`config.mk`:
```
export PLATFORM = sky130hd
export DESIGN_NAME = bounded_doubly_linked_list
export DESIGN_NICKNAME = d
export VERILOG_FILES = /design/src/bdll_pkg.sv /design/src/bdll_ctrl.sv /design/src/bdll_dp.sv /design/src/bounded_doubly_linked_list.sv
export SDC_FILE = /design/constraint.sdc
export NUM_CORES = 1
export LEC_CHECK = 0
export ABC_AREA = 1
export BUFFER_PORTS_ARGS = -buffer_cell sky130_fd_sc_hd__buf_2
export CORE_MARGIN = 4
export CORE_UTILIZATION = 40
export CTS_CLUSTER_DIAMETER = 100
export DETAILED_ROUTE_END_ITERATION = 12
export MAX_ROUTING_LAYER = met4
export PLACE_DENSITY = 0.61
export SYNTH_ARGS = -nofsm -noshare
export SYNTH_HDL_FRONTEND = slang
export SYNTH_HIERARCHICAL = 1
export SYNTH_SLANG_ARGS = --single-unit
```
`constraint.sdc`:
```
create_clock -name clk -period 10.51 [get_ports clk]
set_input_delay 2.102 -clock clk [delete_from_list [all_inputs] [get_ports clk]]
set_output_delay 2.102 -clock clk [all_outputs]
set_load 0.05 [all_outputs]
```
`src/bdll_pkg.sv`:
```
// shared types and codes for the bounded doubly linked list engine
// no dependencies; imported by the controller, datapath and top level

package bdll_pkg;

	localparam logic [2:0] REQ_INS_HEAD = 3'd0;
	localparam logic [2:0] REQ_INS_TAIL = 3'd1;
	localparam logic [2:0] REQ_DELETE   = 3'd2;
	localparam logic [2:0] REQ_DUMP_FWD = 3'd3;
	localparam logic [2:0] REQ_DUMP_REV = 3'd4;

	localparam logic [1:0] STAT_OK        = 2'd0;
	localparam logic [1:0] STAT_FULL      = 2'd1;
	localparam logic [1:0] STAT_NOT_FOUND = 2'd2;
	localparam logic [1:0] STAT_EMPTY     = 2'd3;

	typedef enum logic [2:0] {
		S_IDLE,
		S_ALLOC,
		S_LINK,
		S_WALK,
		S_DUMP,
		S_EMIT
	} state_t;

	// controller to datapath
	typedef struct packed {
		logic       accept;
		logic       walk_start;
		logic       advance;
		logic       scan_clr;
		logic       scan_inc;
		logic       ins_write;
		logic       ins_link;
		logic       del_commit;
		logic       emit_node;
		logic       emit_final;
		logic       sel;
		logic [1:0] code;
	} cmd_t;

	// datapath to controller
	typedef struct packed {
		logic full;
		logic empty_fwd;
		logic empty_rev;
		logic ends_null;
		logic slot_free;
		logic match;
		logic link_null;
		logic walk_end;
		logic out_free;
	} sts_t;

endpackage

```
`src/bdll_ctrl.sv`:
```
// request sequencer for the linked list engine
// depends on bdll_pkg; drives bdll_dp through cmd_t and reads sts_t

module bdll_ctrl (
	input  logic            clk,
	input  logic            arst_n,
	input  logic            req_valid,
	output logic            req_stall,
	input  logic [2:0]      req_type,
	input  bdll_pkg::sts_t  sts,
	output bdll_pkg::cmd_t  cmd
);
	import bdll_pkg::*;

	state_t     state_q, state_d;
	logic [1:0] code_q, code_d;
	logic       sel_q, sel_d;
	logic       req_sel;

	// forward walk for delete and forward dump, head side for head inserts
	assign req_sel = (req_type == REQ_INS_HEAD) || (req_type == REQ_DELETE) ||
		(req_type == REQ_DUMP_FWD);

	always_ff @(posedge clk or negedge arst_n) begin
		if (!arst_n) begin
			state_q <= S_IDLE;
		end else begin
			state_q <= state_d;
		end
	end

	always_ff @(posedge clk) begin
		code_q <= code_d;
		sel_q  <= sel_d;
	end

	always_comb begin
		state_d = state_q;
		unique case (state_q)
			S_IDLE: begin
				if (req_valid) begin
					unique case (req_type)
						REQ_INS_HEAD, REQ_INS_TAIL:
							state_d = sts.full ? S_EMIT : S_ALLOC;
						REQ_DELETE:
							state_d = sts.empty_fwd ? S_EMIT : S_WALK;
						REQ_DUMP_FWD:
							state_d = sts.empty_fwd ? S_EMIT : S_DUMP;
						REQ_DUMP_REV:
							state_d = sts.empty_rev ? S_EMIT : S_DUMP;
						default:
							state_d = S_EMIT;
					endcase
				end
			end
			S_ALLOC: begin
				if (sts.slot_free) begin
					state_d = sts.ends_null ? S_EMIT : S_LINK;
				end
			end
			S_LINK: state_d = S_EMIT;
			S_WALK: begin
				if (sts.match || sts.link_null || sts.walk_end) begin
					state_d = S_EMIT;
				end
			end
			S_DUMP: begin
				if (sts.out_free && (sts.link_null || sts.walk_end)) begin
					state_d = S_IDLE;
				end
			end
			S_EMIT: begin
				if (sts.out_free) begin
					state_d = S_IDLE;
				end
			end
			default: state_d = S_IDLE;
		endcase
	end

	always_comb begin
		cmd       = '0;
		cmd.sel   = sel_q;
		cmd.code  = code_q;
		code_d    = code_q;
		sel_d     = sel_q;
		req_stall = 1'b1;
		unique case (state_q)
			S_IDLE: begin
				req_stall = 1'b0;
				cmd.sel   = req_sel;
				if (req_valid) begin
					cmd.accept = 1'b1;
					sel_d      = req_sel;
					code_d     = STAT_OK;
					unique case (req_type)
						REQ_INS_HEAD, REQ_INS_TAIL: begin
							if (sts.full) begin
								code_d = STAT_FULL;
							end else begin
								cmd.scan_clr = 1'b1;
							end
						end
						REQ_DELETE, REQ_DUMP_FWD: begin
							if (sts.empty_fwd) begin
								code_d = STAT_EMPTY;
							end else begin
								cmd.walk_start = 1'b1;
							end
						end
						REQ_DUMP_REV: begin
							if (sts.empty_rev) begin
								code_d = STAT_EMPTY;
							end else begin
								cmd.walk_start = 1'b1;
							end
						end
						default: code_d = STAT_OK;
					endcase
				end
			end
			S_ALLOC: begin
				if (sts.slot_free) begin
					cmd.ins_write = 1'b1;
					code_d        = STAT_OK;
				end else begin
					cmd.scan_inc = 1'b1;
				end
			end
			S_LINK: cmd.ins_link = 1'b1;
			S_WALK: begin
				if (sts.match) begin
					cmd.del_commit = 1'b1;
					code_d         = STAT_OK;
				end else if (sts.link_null || sts.walk_end) begin
					code_d = STAT_NOT_FOUND;
				end else begin
					cmd.advance = 1'b1;
				end
			end
			S_DUMP: begin
				if (sts.out_free) begin
					cmd.emit_node = 1'b1;
					cmd.advance   = !(sts.link_null || sts.walk_end);
				end
			end
			S_EMIT: cmd.emit_final = sts.out_free;
			default: cmd = '0;
		endcase
	end

endmodule

```
`src/bdll_dp.sv`:
```
// node memories, list pointers, occupancy map and result register
// depends on bdll_pkg; sequenced by bdll_ctrl

module bdll_dp #(
	parameter int CAPACITY = 16
) (
	input  logic               clk,
	input  logic               arst_n,
	input  bdll_pkg::cmd_t     cmd,
	output bdll_pkg::sts_t     sts,
	input  logic signed [31:0] item_value,
	output logic               rsp_valid,
	input  logic               rsp_stall,
	output logic [1:0]         status,
	output logic signed [31:0] out_value,
	output logic [4:0]         length,
	output logic               last
);
	import bdll_pkg::*;

	localparam int AW = $clog2(CAPACITY);
	localparam int IW = $clog2(CAPACITY + 1);
	localparam logic [IW-1:0] NIL = IW'(CAPACITY);

	logic [31:0]   val_mem  [CAPACITY];
	logic [IW-1:0] next_mem [CAPACITY];
	logic [IW-1:0] prev_mem [CAPACITY];

	logic [31:0]   val_rd_q;
	logic [IW-1:0] next_rd_q, prev_rd_q;

	logic [IW-1:0]       head_q, tail_q, total_q, cur_q;
	logic [CAPACITY-1:0] inuse_q;
	logic [AW-1:0]       scan_q, steps_q;
	logic [31:0]         v_q;

	logic          rsp_valid_q, rsp_last_q;
	logic [1:0]    rsp_status_q;
	logic [31:0]   rsp_value_q;
	logic [4:0]    rsp_length_q;

	logic [IW-1:0] link, start_ptr, new_node, rd_ptr;
	logic [AW-1:0] rd_addr;
	logic          p_null, q_null, ends_null, link_null, walk_end, out_free;
	logic [IW-1:0] del_head, del_tail;
	logic [IW+4:0] total_ext;

	logic          next_we, prev_we;
	logic [AW-1:0] next_wa, prev_wa;
	logic [IW-1:0] next_wd, prev_wd;

	assign link      = cmd.sel ? next_rd_q : prev_rd_q;
	assign start_ptr = cmd.sel ? head_q : tail_q;
	assign new_node  = IW'(scan_q);
	assign link_null = (link >= NIL);
	assign walk_end  = (steps_q == AW'(CAPACITY - 1));
	assign ends_null = (head_q >= NIL) || (tail_q >= NIL);
	assign out_free  = !rsp_valid_q || !rsp_stall;
	assign p_null    = (prev_rd_q >= NIL);
	assign q_null    = (next_rd_q >= NIL);
	assign total_ext = (IW + 5)'(total_q);

	// unlinking can leave one end null; then the whole list is empty
	always_comb begin
		del_head = p_null ? next_rd_q : head_q;
		del_tail = q_null ? prev_rd_q : tail_q;
		if ((del_head >= NIL) || (del_tail >= NIL)) begin
			del_head = NIL;
			del_tail = NIL;
		end
	end

	always_comb begin
		if (cmd.walk_start) begin
			rd_ptr = start_ptr;
		end else if (cmd.advance) begin
			rd_ptr = link;
		end else begin
			rd_ptr = cur_q;
		end
		rd_addr = rd_ptr[AW-1:0];
	end

	always_comb begin
		sts.full      = (total_q >= NIL);
		sts.empty_fwd = (total_q == '0) || (head_q >= NIL);
		sts.empty_rev = (total_q == '0) || (tail_q >= NIL);
		sts.ends_null = ends_null;
		sts.slot_free = !inuse_q[scan_q];
		sts.match     = (val_rd_q == v_q);
		sts.link_null = link_null;
		sts.walk_end  = walk_end;
		sts.out_free  = out_free;
	end

	// link memory write ports
	always_comb begin
		next_we = 1'b0;
		next_wa = scan_q;
		next_wd = NIL;
		prev_we = 1'b0;
		prev_wa = scan_q;
		prev_wd = NIL;
		priority if (cmd.ins_write) begin
			next_we = 1'b1;
			prev_we = 1'b1;
			next_wd = (ends_null || !cmd.sel) ? NIL : head_q;
			prev_wd = (ends_null || cmd.sel) ? NIL : tail_q;
		end else if (cmd.ins_link) begin
			if (cmd.sel) begin
				prev_we = 1'b1;
				prev_wa = head_q[AW-1:0];
				prev_wd = new_node;
			end else begin
				next_we = 1'b1;
				next_wa = tail_q[AW-1:0];
				next_wd = new_node;
			end
		end else if (cmd.del_commit) begin
			next_we = !p_null;
			next_wa = prev_rd_q[AW-1:0];
			next_wd = next_rd_q;
			prev_we = !q_null;
			prev_wa = next_rd_q[AW-1:0];
			prev_wd = prev_rd_q;
		end
	end

	always_ff @(posedge clk) begin
		if (cmd.ins_write) begin
			val_mem[scan_q] <= v_q;
		end
		val_rd_q <= val_mem[rd_addr];
	end

	always_ff @(posedge clk) begin
		if (next_we) begin
			next_mem[next_wa] <= next_wd;
		end
		next_rd_q <= next_mem[rd_addr];
	end

	always_ff @(posedge clk) begin
		if (prev_we) begin
			prev_mem[prev_wa] <= prev_wd;
		end
		prev_rd_q <= prev_mem[rd_addr];
	end

	always_ff @(posedge clk or negedge arst_n) begin
		if (!arst_n) begin
			head_q  <= NIL;
			tail_q  <= NIL;
			inuse_q <= '0;
			total_q <= '0;
		end else begin
			priority if (cmd.ins_write) begin
				inuse_q[scan_q] <= 1'b1;
				total_q         <= total_q + IW'(1);
				if (ends_null) begin
					head_q <= new_node;
					tail_q <= new_node;
				end
			end else if (cmd.ins_link) begin
				if (cmd.sel) begin
					head_q <= new_node;
				end else begin
					tail_q <= new_node;
				end
			end else if (cmd.del_commit) begin
				inuse_q[cur_q[AW-1:0]] <= 1'b0;
				total_q                <= total_q - IW'(1);
				head_q                 <= del_head;
				tail_q                 <= del_tail;
			end
		end
	end

	always_ff @(posedge clk) begin
		if (cmd.accept) begin
			v_q <= item_value;
		end
		if (cmd.scan_clr) begin
			scan_q <= '0;
		end else if (cmd.scan_inc) begin
			scan_q <= scan_q + AW'(1);
		end
		if (cmd.walk_start) begin
			cur_q   <= start_ptr;
			steps_q <= '0;
		end else if (cmd.advance) begin
			cur_q   <= link;
			steps_q <= steps_q + AW'(1);
		end
	end

	always_ff @(posedge clk or negedge arst_n) begin
		if (!arst_n) begin
			rsp_valid_q <= 1'b0;
		end else if (cmd.emit_node || cmd.emit_final) begin
			rsp_valid_q <= 1'b1;
		end else if (!rsp_stall) begin
			rsp_valid_q <= 1'b0;
		end
	end

	always_ff @(posedge clk) begin
		if (cmd.emit_node) begin
			rsp_status_q <= STAT_OK;
			rsp_value_q  <= val_rd_q;
			rsp_length_q <= total_ext[4:0];
			rsp_last_q   <= link_null || walk_end;
		end else if (cmd.emit_final) begin
			rsp_status_q <= cmd.code;
			rsp_value_q  <= '0;
			rsp_length_q <= total_ext[4:0];
			rsp_last_q   <= 1'b1;
		end
	end

	assign rsp_valid = rsp_valid_q;
	assign status    = rsp_status_q;
	assign out_value = rsp_value_q;
	assign length    = rsp_length_q;
	assign last      = rsp_last_q;

endmodule

```
`src/bounded_doubly_linked_list.sv`:
```
// insert: an empty list is written in S_ALLOC and answered from S_EMIT; otherwise the free-node
// scan steps past used slots in S_ALLOC, S_LINK joins the node, then S_EMIT; a full store
// goes straight to S_EMIT. delete walks the list until a match or its end; an empty list goes
// straight to S_EMIT. dump emits one node a cycle while the output is not stalled; stalls hold all
// responses. one request at a time, the next one taken once its final result has been issued
// reset empties the list (ends, map, count); node memories kept; uses bdll_ctrl, bdll_dp

module bounded_doubly_linked_list #(
	parameter int CAPACITY = 16
) (
	input  logic               clk,
	input  logic               arst_n,
	input  logic               req_valid,
	output logic               req_stall,
	input  logic [2:0]         req_type,
	input  logic signed [31:0] item_value,
	output logic               rsp_valid,
	input  logic               rsp_stall,
	output logic [1:0]         status,
	output logic signed [31:0] out_value,
	output logic [4:0]         length,
	output logic               last
);
	import bdll_pkg::*;

	cmd_t cmd;
	sts_t sts;

	bdll_ctrl u_ctrl (
		.clk       (clk),
		.arst_n    (arst_n),
		.req_valid (req_valid),
		.req_stall (req_stall),
		.req_type  (req_type),
		.sts       (sts),
		.cmd       (cmd)
	);

	bdll_dp #(
		.CAPACITY (CAPACITY)
	) u_dp (
		.clk        (clk),
		.arst_n     (arst_n),
		.cmd        (cmd),
		.sts        (sts),
		.item_value (item_value),
		.rsp_valid  (rsp_valid),
		.rsp_stall  (rsp_stall),
		.status     (status),
		.out_value  (out_value),
		.length     (length),
		.last       (last)
	);

endmodule

```
# After elaboration in Yosys (flattened, before gate mapping)
# Memories as Yosys holds them, arrays and structs flattened. A register that Yosys moved wholly into a read port is not among the register bits.
# Cells that the tools add are included.
# word_totals
wordCells	214
register_bits	122
mem_bits_ro	0
mem_bits_rw	672
latch_bits	0
in_bits	39
out_inout_bits	42
mem_count	3
# op_classes
n_shift	0
add_sub_neg	4
eq_ne	22
reduce_logical	39
multipliers	0
magnitude_cmp	12
n_mux	115
n_div	0
bitwise	3
# mem_list
name	depth	word_bits	rd	rd_ports_with_merged_regs	write_ports	line_no	text
u_dp.val_mem	16	32	1	1	1	bdll_dp.sv:25	logic [31:0] val_mem [CAPACITY];
u_dp.next_mem	16	5	1	1	1	bdll_dp.sv:26	logic [IW-1:0] next_mem [CAPACITY];
u_dp.prev_mem	16	5	1	1	1	bdll_dp.sv:27	logic [IW-1:0] prev_mem [CAPACITY];
# op_table
operator	count
5-bit two-way mux	29
32-bit two-way mux	2
16-bit two-way mux	3
4-bit two-way mux	11
1-bit two-way mux	42
5-bit greater-or-equal comparator (second input constant)	8
32-bit == test	1
3-bit two-way mux	8
2-bit two-way mux	10
3-bit one-hot mux with 6 select lines	1
16-bit bitwise AND	1
16-bit NOT	1
16-bit OR	1
1-bit logical OR	13
3-bit by 2-bit == test with 1-bit output (second input constant)	4
2-bit by 1-bit != test with 1-bit output (second input constant)	6
2-bit one-hot mux with 3 select lines	2
3-bit one-hot mux with 4 select lines	1
4-bit by 5-bit less-than comparator with 1-bit output (second input constant)	2
3-bit == test (second input constant)	3
4-bit by 1-bit adder with 4-bit output (second input constant)	2
1-bit demux with 4-bit select	2
4-bit by 1-bit greater-or-equal comparator with 1-bit output (second input constant)	2
3-bit by 1-bit == test with 1-bit output (second input constant)	2
other kinds (21)	38

# Longest topological paths before layout
# Gate-level depths: netlist of the first run.
# depth
word_depth	12
depth_mapped	23
mapped_depth_nobuf	18

# By module
# The synthesis of the first run kept the hierarchy.
# modules_own_cells
module	cells_each	seq_area_each_um2	area_each_um2	n_inst
bdll_dp	3385	24205.7	36203.5	1
bdll_ctrl	98	165.2	624.3	1

# Worst setup path before layout of the first run
# OpenSTA, ideal clock, no wires.
# synth_path
kind	input -> register
start	input req_type[1]
end	register u_dp.val_rd_q[10] (read register of u_dp.val_mem)
t_arrival_ns	4.629
path_stages	23
setup_slack_ns	5.767
required_time_ns	10.396
n_path_buf	5
setup_time_ns	0.114
cell_sequence	inv_1 nor2_1 nor2_1 a21oi_1 buf_4 buf_6 mux2i_1 inv_1 buf_4 nor2_1 nand2_2 nand2_1 inv_2 a21oi_2 nand2_1 nand2_1 buf_2 buf_2 nand2_1 nand3_1 nand3_1 nand3_1 nand2_1
# synth_rtl
element	line_no	text
start, declared	bounded_doubly_linked_list.sv:15	input logic [2:0] req_type,
end, declared	bdll_dp.sv:29	logic [31:0] val_rd_q;

==> results of run 1 <==
-- power by group through the flow --
stage	Combinational [µW]	Clock, µW	Sequential [µW]
finish	4960	3250	4520
global route	5480	3470	4570
CTS	4980	3320	4520
detailed placement	4960	0	4590
global placement	4920	0	4590
floorplan	3410	0	4720
-- sequential cells by signal, summed over array words and instances (netlist names) --
name / flops
u_dp/rsp_valid: 1
u_dp/total_q: 5
u_ctrl/sel_q: 1
u_dp/v_q: 32
u_dp/out_value: 32
u_dp/tail_q: 5
u_dp/status: 2
u_dp/prev_mem: 80
u_dp/cur_q: 4
u_dp/val_rd_q: 32
u_dp/next_mem: 80
u_dp/prev_rd_q: 5
u_ctrl/state_q: 3
u_dp/next_rd_q: 5
u_dp/steps_q: 4
u_dp/length: 5
u_dp/val_mem: 512
u_ctrl/code_q: 2
u_dp/last: 1
u_dp/inuse_q: 16
u_dp/scan_q: 4
u_dp/head_q: 5
-- layout by cell type, fill, tap and decap left out, drive strengths merged, types with 19 or more instances in the layout --
master and instances:
xnor2 22, buf 129, dfrtp 33, o21ai 36, nand2 545, clkbuf 121, clkinv 19, a21oi 44
nor3 24, nand3 793, inv 636, nand3b 168, dfxtp 56, nor2 114, edfxtp 745
-- cell families after synthesis --
| logic type | after synthesis | synth area share (%) |
|---|---|---|
| AOI/OAI and AO/OA | 116 | 1.994 |
| xor gates and xnor gates | 28 | 0.6659 |
| adders and majority gates | 9 | 0.3262 |
| buffers and inverters | 828 | 9.024 |
| DFF | 836 | 66.18 |
| muxes | 1 | 0.02718 |
| and+or+nand+nor | 1665 | 21.79 |
-- metrics by stage --
| step | hold WS [ps] | util [%] |
|---|---|---|
| floorplan | 450.6 | - |
| global placement | 455.3 | 41.92 |
| detailed placement | 462.1 | 41.92 |
| CTS | 473.1 | 45.25 |
| global route | 482.3 | 45.25 |
| finish | 467.7 | 45.25 |
-- critical path, cell delays in order --
cell and delay, ps:
buf_2 130, nor2_1 230, nor2_1 90, a21oi_1 190, buf_4 260, mux2i_1 220
inv_1 70, nor2_1 250, nand2_2 120, nand2_1 210, inv_2 150, a21oi_2 190
nand2_4 440, nand2_4 870, buf_4 680, nand2_1 130, nand3_1 100, nand3_1 70
nand3_1 130, nand2_1 70
-- cells in the mapped netlist, types with 2 or more instances --
library cell and n:
xor2_1 6, buf_1 13, o211ai_1 8, o21ai_0 33
nor3_1 22, nand3b_1 168, dfstp_2 2, or2_2 5
a21boi_0 2, nand3_1 789, dfrtp_1 33, ha_1 8
buf_4 17, o22ai_1 3, nor2_1 110, nand2_2 2
nor2_2 2, a21oi_1 41, buf_2 101, a32oi_1 4
a21oi_4 2, nor2_4 2, inv_2 7, a32o_1 4
nor4_1 4, a22oi_1 2, nand2_1 543, inv_1 623
buf_6 3, a31oi_1 6, o21ai_2 2, nand4_1 9
dfxtp_1 56, edfxtp_1 745, nand3_2 4, xnor2_1 22
clkbuf_1 63
-- routing by layer --
metal  GRT usage (%)  part of all wire, %  vias to the layer above
li1                -                    -                    11750
met4           5.678                  2.3                        0
met3           2.374                  6.2                      157
met1           25.31                   43                    11910
met2           31.59                   49                      800
met5               -                    0                        -
-- final cells by class --
| cell class | count | area (µm²) | area share (%) |
|---|---|---|---|
| sequential | 836 | 24370 | 58.84 |
| multi-input combinational | 1819 | 9319 | 22.50 |
| clock buffer | 121 | 2439 | 5.888 |
| inverter | 631 | 2374 | 5.731 |
| tap | 1186 | 1484 | 3.583 |
| timing repair buffer | 129 | 818.3 | 1.976 |
| clock inverter | 44 | 609.3 | 1.471 |
| antenna | 2 | 5.005 | 0.01208 |
-- worst paths after layout --
kind	from	to	slack (ps)	cells after the start
max	req_type[2]	u_dp/val_rd_q[18]$_DFF_P_	4200	20
max reg2reg	u_dp/v_q[18]$_DFFE_PP_	u_dp/val_rd_q[18]$_DFF_P_	4670	17
min reg2reg	u_dp/status[0]$_SDFFE_PP0P_	u_dp/status[0]$_SDFFE_PP0P_	470	2
min	u_dp/status[0]$_SDFFE_PP0P_	u_dp/status[0]$_SDFFE_PP0P_	470	2
min in group asynchronous	arst_n	u_dp/total_q[2]$_DFFE_PN0P_	1570	1
max in group asynchronous	arst_n	u_dp/inuse_q[6]$_DFFE_PN0P_	8390	1
==> flow_summary_export.csv, run 1 <==
group,metric,value,unit
outcome,status,"finished clean",
sta,tns,0,ps
sta,worst_slack,4199,ps
clock_tree,postCtsSetupBuffers,0,
pwr,power.share.clock,25.5,%
place,gp_congestion,0.8762,
sta,drv_slew,0,
floorplan,rows,111,
clock_tree,cts_buffers,89,
clock_tree,ctsHoldBuffers,0,
final_layout,layout-drive-gt1-share,8.883,%
sta,min_period_over_period,60.05,%
sta,rsz0062_at_grt,"no",
floorplan,initial_utilization,40.24,%
yosys,synth_warnings,6,
final_layout,syn2layout_area_growth,12.47,%
pwr,seqPwrFrac,35.5,%
drt,vias,24620,
clock_tree,cts_tree,"done",
global_routing,grt_pass1_wl,141600,µm
sta,finalHoldViolations,0,
drt,detail-route-antenna-nets,0,
global_routing,antenna_found_initial,3,
sta,worst_pin_slew,1208,ps
sta,skew,28.02,ps
final_layout,layout.cell_area.non_filler,41420,µm²
drt,routed_wl,92680,µm
yosys,yosys_most_used_dff,"edfxtp_1",
yosys,synth-seq-cells,836,
global_routing,grt_pass1_vias,23600,
pwr,switching_share,40.92,%
yosys,synth_seq_area_share,66.18,%
floorplan,core_area,91520,µm²
worst_setup_path,crit_arrival,6830,ps
sta,slew_headroom,19.48,%
floorplan,chipHeight,311.4,µm
sta,finalSetupViolCount,0,
sta,min_period,6311,ps
global_routing,grt_max_degree,200,
pwr,powerDensity,307.4,nW/µm²
floorplan,die_w,311.4,µm
clock_tree,htree_levels,3,
final_layout,fillers,8396,
yosys,postSynthAreaPerCell,10.57,µm²
yosys,syn_inst,3483,
drt,drc,0,
global_routing,grt_usage,19.25,%
final_layout,nets,3554,
floorplan,die_area,96990,µm²
place,dp.cells,4601,
drt,drt-initial-drc-count,2235,
pwr,combPwrFrac,39.0,%
worst_setup_path,worst_setup_path_start_kind,"primary input",
yosys,synth-edff-count,745,
clock_tree,clk_latency,650,ps
clock_tree,ctsResizeCount,0,
pwr,p_int,7523,µW
yosys,synth_top_area_share,60.75,%
pwr,ir_worst_vdd,0.4137,mV
floorplan,ioPinCount,81,
job,drv_cap,0,
clock_tree,cts_sinks,836,
drt,vias_per_cell,5.163,
yosys,yosysTopAreaCell,"edfxtp_1",
clock_tree,cts_max_path_buffers,3,
yosys,synth_cell_type_count,54,
worst_setup_path,cp-end-kind,"register",
worst_hold_path,hold_path_class,"reg -> reg",
place,post_dp_cell_area,38370,µm²
clock_tree,clk_pin_slew,60,ps
drt,drt_pass1_iterations,8,
place,place_ws,3569,ps
sta,fmax,158.4,MHz
pwr,p_leak,0.01690,µW
place,dp_hpwl,48790,µm
worst_setup_path,path_class,"in -> reg",
yosys,syn_area,36830,µm²
clock_tree,clockRootBuffer,"clkbuf_16",
place,numPortBuffers,80,
pwr,power_switching,5211,µW
final_layout,layout.cells.non_filler,4768,
global_routing,grt_overflow,0,
yosys,synth_fp_nets,3531,
worst_setup_path,critPathRequiredTime,11030,ps
yosys,synthArstFlopShare,4.187,%
yosys,synth_area_leaders,"edfxtp_1, nand3_1, inv_1",
worst_setup_path,path_max_fanout,76,
drt,wire_per_inst,19.44,µm
pwr,total_power,12730,µW
Note: power is estimated with default switching activity, not from simulation.
==> inputs of run 2 (changes only) <==
--- a/config.mk
+++ b/config.mk
@@ -5,7 +5,7 @@
 export SDC_FILE = /design/constraint.sdc
 export NUM_CORES = 1
 export LEC_CHECK = 0
-export ABC_AREA = 1
+export ABC_AREA = 0
 export BUFFER_PORTS_ARGS = -buffer_cell sky130_fd_sc_hd__buf_2
 export CORE_MARGIN = 4
 export CORE_UTILIZATION = 40
==> constraint.sdc (replaced) <==
create_clock -name clk -period 6.2 [get_ports clk]
set_input_delay 1.24 -clock clk [delete_from_list [all_inputs] [get_ports clk]]
set_output_delay 1.24 -clock clk [all_outputs]
set_load 0.05 [all_outputs]
==> run 2 against run 1 <==
Against the previous run: hold slack better by 38 ps; sequential power increased by 72%; clock skew is 5.7 ps higher; worst setup slack got worse by 3600 ps; non-clock buffer count increased by 30; synthesized area shrank 3.3%; die area shrank 3.2%; combinational power rose by 92%; register-to-register slack got worse by 4100 ps; clock power up 65%; via count shrank 6.0%; largest power group unchanged.
==> flow_summary_export.csv, run 2 <==
group,metric,value,unit
sta,slew_headroom,17.10,%
worst_hold_path,whs_path_depth,2,
clock_tree,postCtsSetupBuffers,0,
sta,worst_slack,550.0,ps
yosys,synth_cell_type_count,78,
drt,vias,23140,
worst_setup_path,slowest_delay,710,ps
worst_setup_path,worstRegToRegCells,15,
floorplan,ioPinCount,81,
worst_setup_path,crit_arrival,6150,ps
sta,rsz0062_at_grt,"no",
yosys,synth_common_cells,"edfxtp_1, nand3_1, o21ai_0",
worst_setup_path,slowest_stage,"edfxtp_1",
drt,drt_pass1_iterations,6,
drt,drt-initial-drc-count,2656,
final_layout,layout_commonest_cell,"edfxtp_1",
worst_setup_path,cp-end-kind,"register",
sta,min_period,5650,ps
sta,fmax,177.0,MHz
drt,detail-route-antenna-nets,0,
yosys,syn_area,35610,µm²
sta,finalHoldViolations,0,
final_layout,syn2layout_area_growth,13.16,%
sta,worst_pin_slew,1235,ps
yosys,synth_area_leaders,"edfxtp_1, mux2_2, nand3_1",
worst_hold_path,hold_path_class,"reg -> reg",
drt,drc,0,
final_layout,diodes,0,
clock_tree,cts_buffers,87,
worst_setup_path,worstPathCellList,"xor2_1 -> nor4_1 -> nand4_1 -> nor2_1 -> buf_4 -> nor4bb_2 -> nand2_1 -> o21ai_1 -> buf_4 -> mux2i_2 -> o31a_2 -> buf_4 -> a21oi_1 -> a22oi_1 -> nand3_1",
yosys,synth_fp_nets,2642,
final_layout,layout_top_registers,"u_dp/val_mem (512), u_dp/next_mem (80), u_dp/prev_mem (80)",
global_routing,grt_overflow,0,
pwr,power_switching,9164,µW
clock_tree,ctsResizeCount,0,
clock_tree,cts_sinks,836,
pwr,powerDensity,561.6,nW/µm²
yosys,yosysTopAreaCell,"edfxtp_1",
pwr,p_leak,0.01324,µW
pwr,combPwrFrac,42.0,%
drt,vias_per_cell,5.991,
worst_setup_path,path_common_cell,"buf_4",
clock_tree,clockRootBuffer,"clkbuf_16",
place,gp_congestion,0.8581,
yosys,synthArstFlopShare,4.187,%
global_routing,grt_pass1_wl,147900,µm
floorplan,die_area,93850,µm²
yosys,syn_inst,2594,
sta,hold_slack,505.8,ps
floorplan,core_area,88370,µm²
worst_setup_path,critPathRequiredTime,6700,ps
yosys,yosys_most_used_dff,"edfxtp_1",
yosys,synth-edff-count,745,
worst_hold_path,worstHoldStart,"u_dp/status[0]$_SDFFE_PP0P_",
floorplan,initial_utilization,40.29,%
clock_tree,clk_pin_slew,60,ps
worst_setup_path,path_class,"reg -> reg",
sta,tns,0,ps
final_layout,layout-drive-gt1-share,19.58,%
sta,drv_slew,0,
clock_tree,cts_max_path_buffers,3,
clock_tree,clk_latency,650,ps
place,numPortBuffers,80,
final_layout,nets,2673,
yosys,postSynthAreaPerCell,13.73,µm²
drt,routed_wl,98770,µm
global_routing,antenna_found_initial,0,
yosys,synth_seq_area_share,68.44,%
worst_setup_path,timing.rr.end,"u_dp/val_rd_q[16]$_DFF_P_",
drt,wire_per_inst,25.57,µm
place,dp_hpwl,57160,µm
pwr,seqPwrFrac,34.4,%
yosys,synth-seq-cells,836,
worst_setup_path,r2r-start,"u_dp/v_q[6]$_DFFE_PP_",
final_layout,largest_reg_flops,512,
floorplan,die_w,306.4,µm
worst_hold_path,whs_endpoint,"u_dp/status[0]$_SDFFE_PP0P_",
yosys,synth_top_area_share,62.83,%
clock_tree,cts_tree,"done",
outcome,status,"finished clean",
pwr,p_int,13470,µW
global_routing,grt_usage,21.17,%
pwr,power.share.clock,23.7,%
clock_tree,ctsHoldBuffers,0,
global_routing,grt_pass1_vias,23060,
clock_tree,htree_levels,3,
sta,skew,33.76,ps
worst_setup_path,path_max_fanout,21,
final_layout,top_register,"u_dp/val_mem",
worst_setup_path,worst_setup_path_start_kind,"register",
yosys,synth_warnings,6,
global_routing,grt_max_degree,83,
floorplan,chipHeight,306.4,µm
yosys,synth_most_common_cell,"edfxtp_1",
pwr,ir_worst_vdd,0.4706,mV
place,place_ws,258.4,ps
floorplan,rows,109,
sta,min_period_over_period,91.13,%
worst_setup_path,rrSetupSlack,550,ps
job,drv_cap,0,
pwr,switching_share,40.49,%
final_layout,final_cell_mix,"edfxtp_1, nand3_1, o21ai_0",
sta,finalSetupViolCount,0,
run 2: cell types whose count changed in the layout (fill, tap and decap cells not counted), sizes merged, moves of 36 or more:
cell	before	now
nand3	793	253
inv	636	20
mux2	0	170
a31oi	6	45
a32oi	5	89
nand2	545	130
nand3b	168	4
and2	1	37
o21ai	36	230
a21oi	44	105
a22oi	2	125
run 2: critical path, delay by kind of cell, from the launching register on:
kind / cells / cell delay [ps]
DFF: 1 / 710
buffers and inverters: 3 / 810
and+or+nand+nor: 6 / 1150
AOI/OAI and AO/OA: 4 / 1720
xor gates and xnor gates: 1 / 610
muxes: 1 / 500
run 2: cells by family after synthesis:
| logic type | synth area share (%) |
|---|---|
| and+or+nand+nor | 7.706 |
| adders and majority gates | 0.3374 |
| xor gates and xnor gates | 1.033 |
| buffers and inverters | 3.131 |
| muxes | 6.174 |
| DFF | 68.44 |
| AOI/OAI and AO/OA | 13.17 |
run 2: final cells by class:
cell class                      count  area [µm²]
Clock inverter                     45       549.3
Timing Repair Buffer              159        1069
Fill cell                        7662       48080
Inverter                           17       63.81
Clock buffer                      116        2407
Sequential cell                   836       24370
Tap cell                         1165        1458
Multi-Input combinational cell   1524       10380
run 2: how the worst max path moves through the flow:
stage                                        end                   startpoint  slack [ps]
floorplan           u_dp/val_mem[1][0]$_DFFE_PP_  u_dp/scan_q[0]$_SDFFE_PP0P_         680
global placement       u_dp/val_rd_q[20]$_DFF_P_                  req_type[1]         410
detailed placement     u_dp/val_rd_q[23]$_DFF_P_                  req_type[1]         260
CTS                    u_dp/next_rd_q[1]$_DFF_P_        u_dp/v_q[6]$_DFFE_PP_         600
global route           u_dp/prev_rd_q[0]$_DFF_P_        u_dp/v_q[6]$_DFFE_PP_         380
finish                 u_dp/val_rd_q[16]$_DFF_P_        u_dp/v_q[6]$_DFFE_PP_         550
run 2: stage by stage:
| stage | cells | cell area (µm²) | utilization (%) | total power (µW) |
|---|---|---|---|---|
| after floorplan | 2594 | 35610 | - | 14350 |
| after global placement | 3701 | 37340 | 42.25 | 17160 |
| after detailed placement | 3701 | 37340 | 42.25 | 17340 |
| after CTS | 3862 | 40290 | 45.59 | 22730 |
| after global routing | 3862 | 40290 | 45.59 | 23850 |
| final | 3862 | 40290 | 45.59 | 22630 |
run 2: layer usage:
metal / wire length [µm] / up-vias / global-route usage (%)
met5: 0 / - / -
met4: 3074 / 0 / 7.337
met3: 7399 / 173 / 3.419
met2: 47600 / 999 / 33.72
met1: 40700 / 11750 / 27.75
li1: - / 10210 / -
run 2: power groups by stage:
stage | clock [µW] | combinational (µW) | sequential, µW
floorplan | 0 | 6300 | 8060
CTS | 5460 | 9510 | 7770
global placement | 0 | 9310 | 7850
detailed placement | 0 | 9460 | 7880
global route | 5710 | 10300 | 7850
finish | 5350 | 9500 | 7770
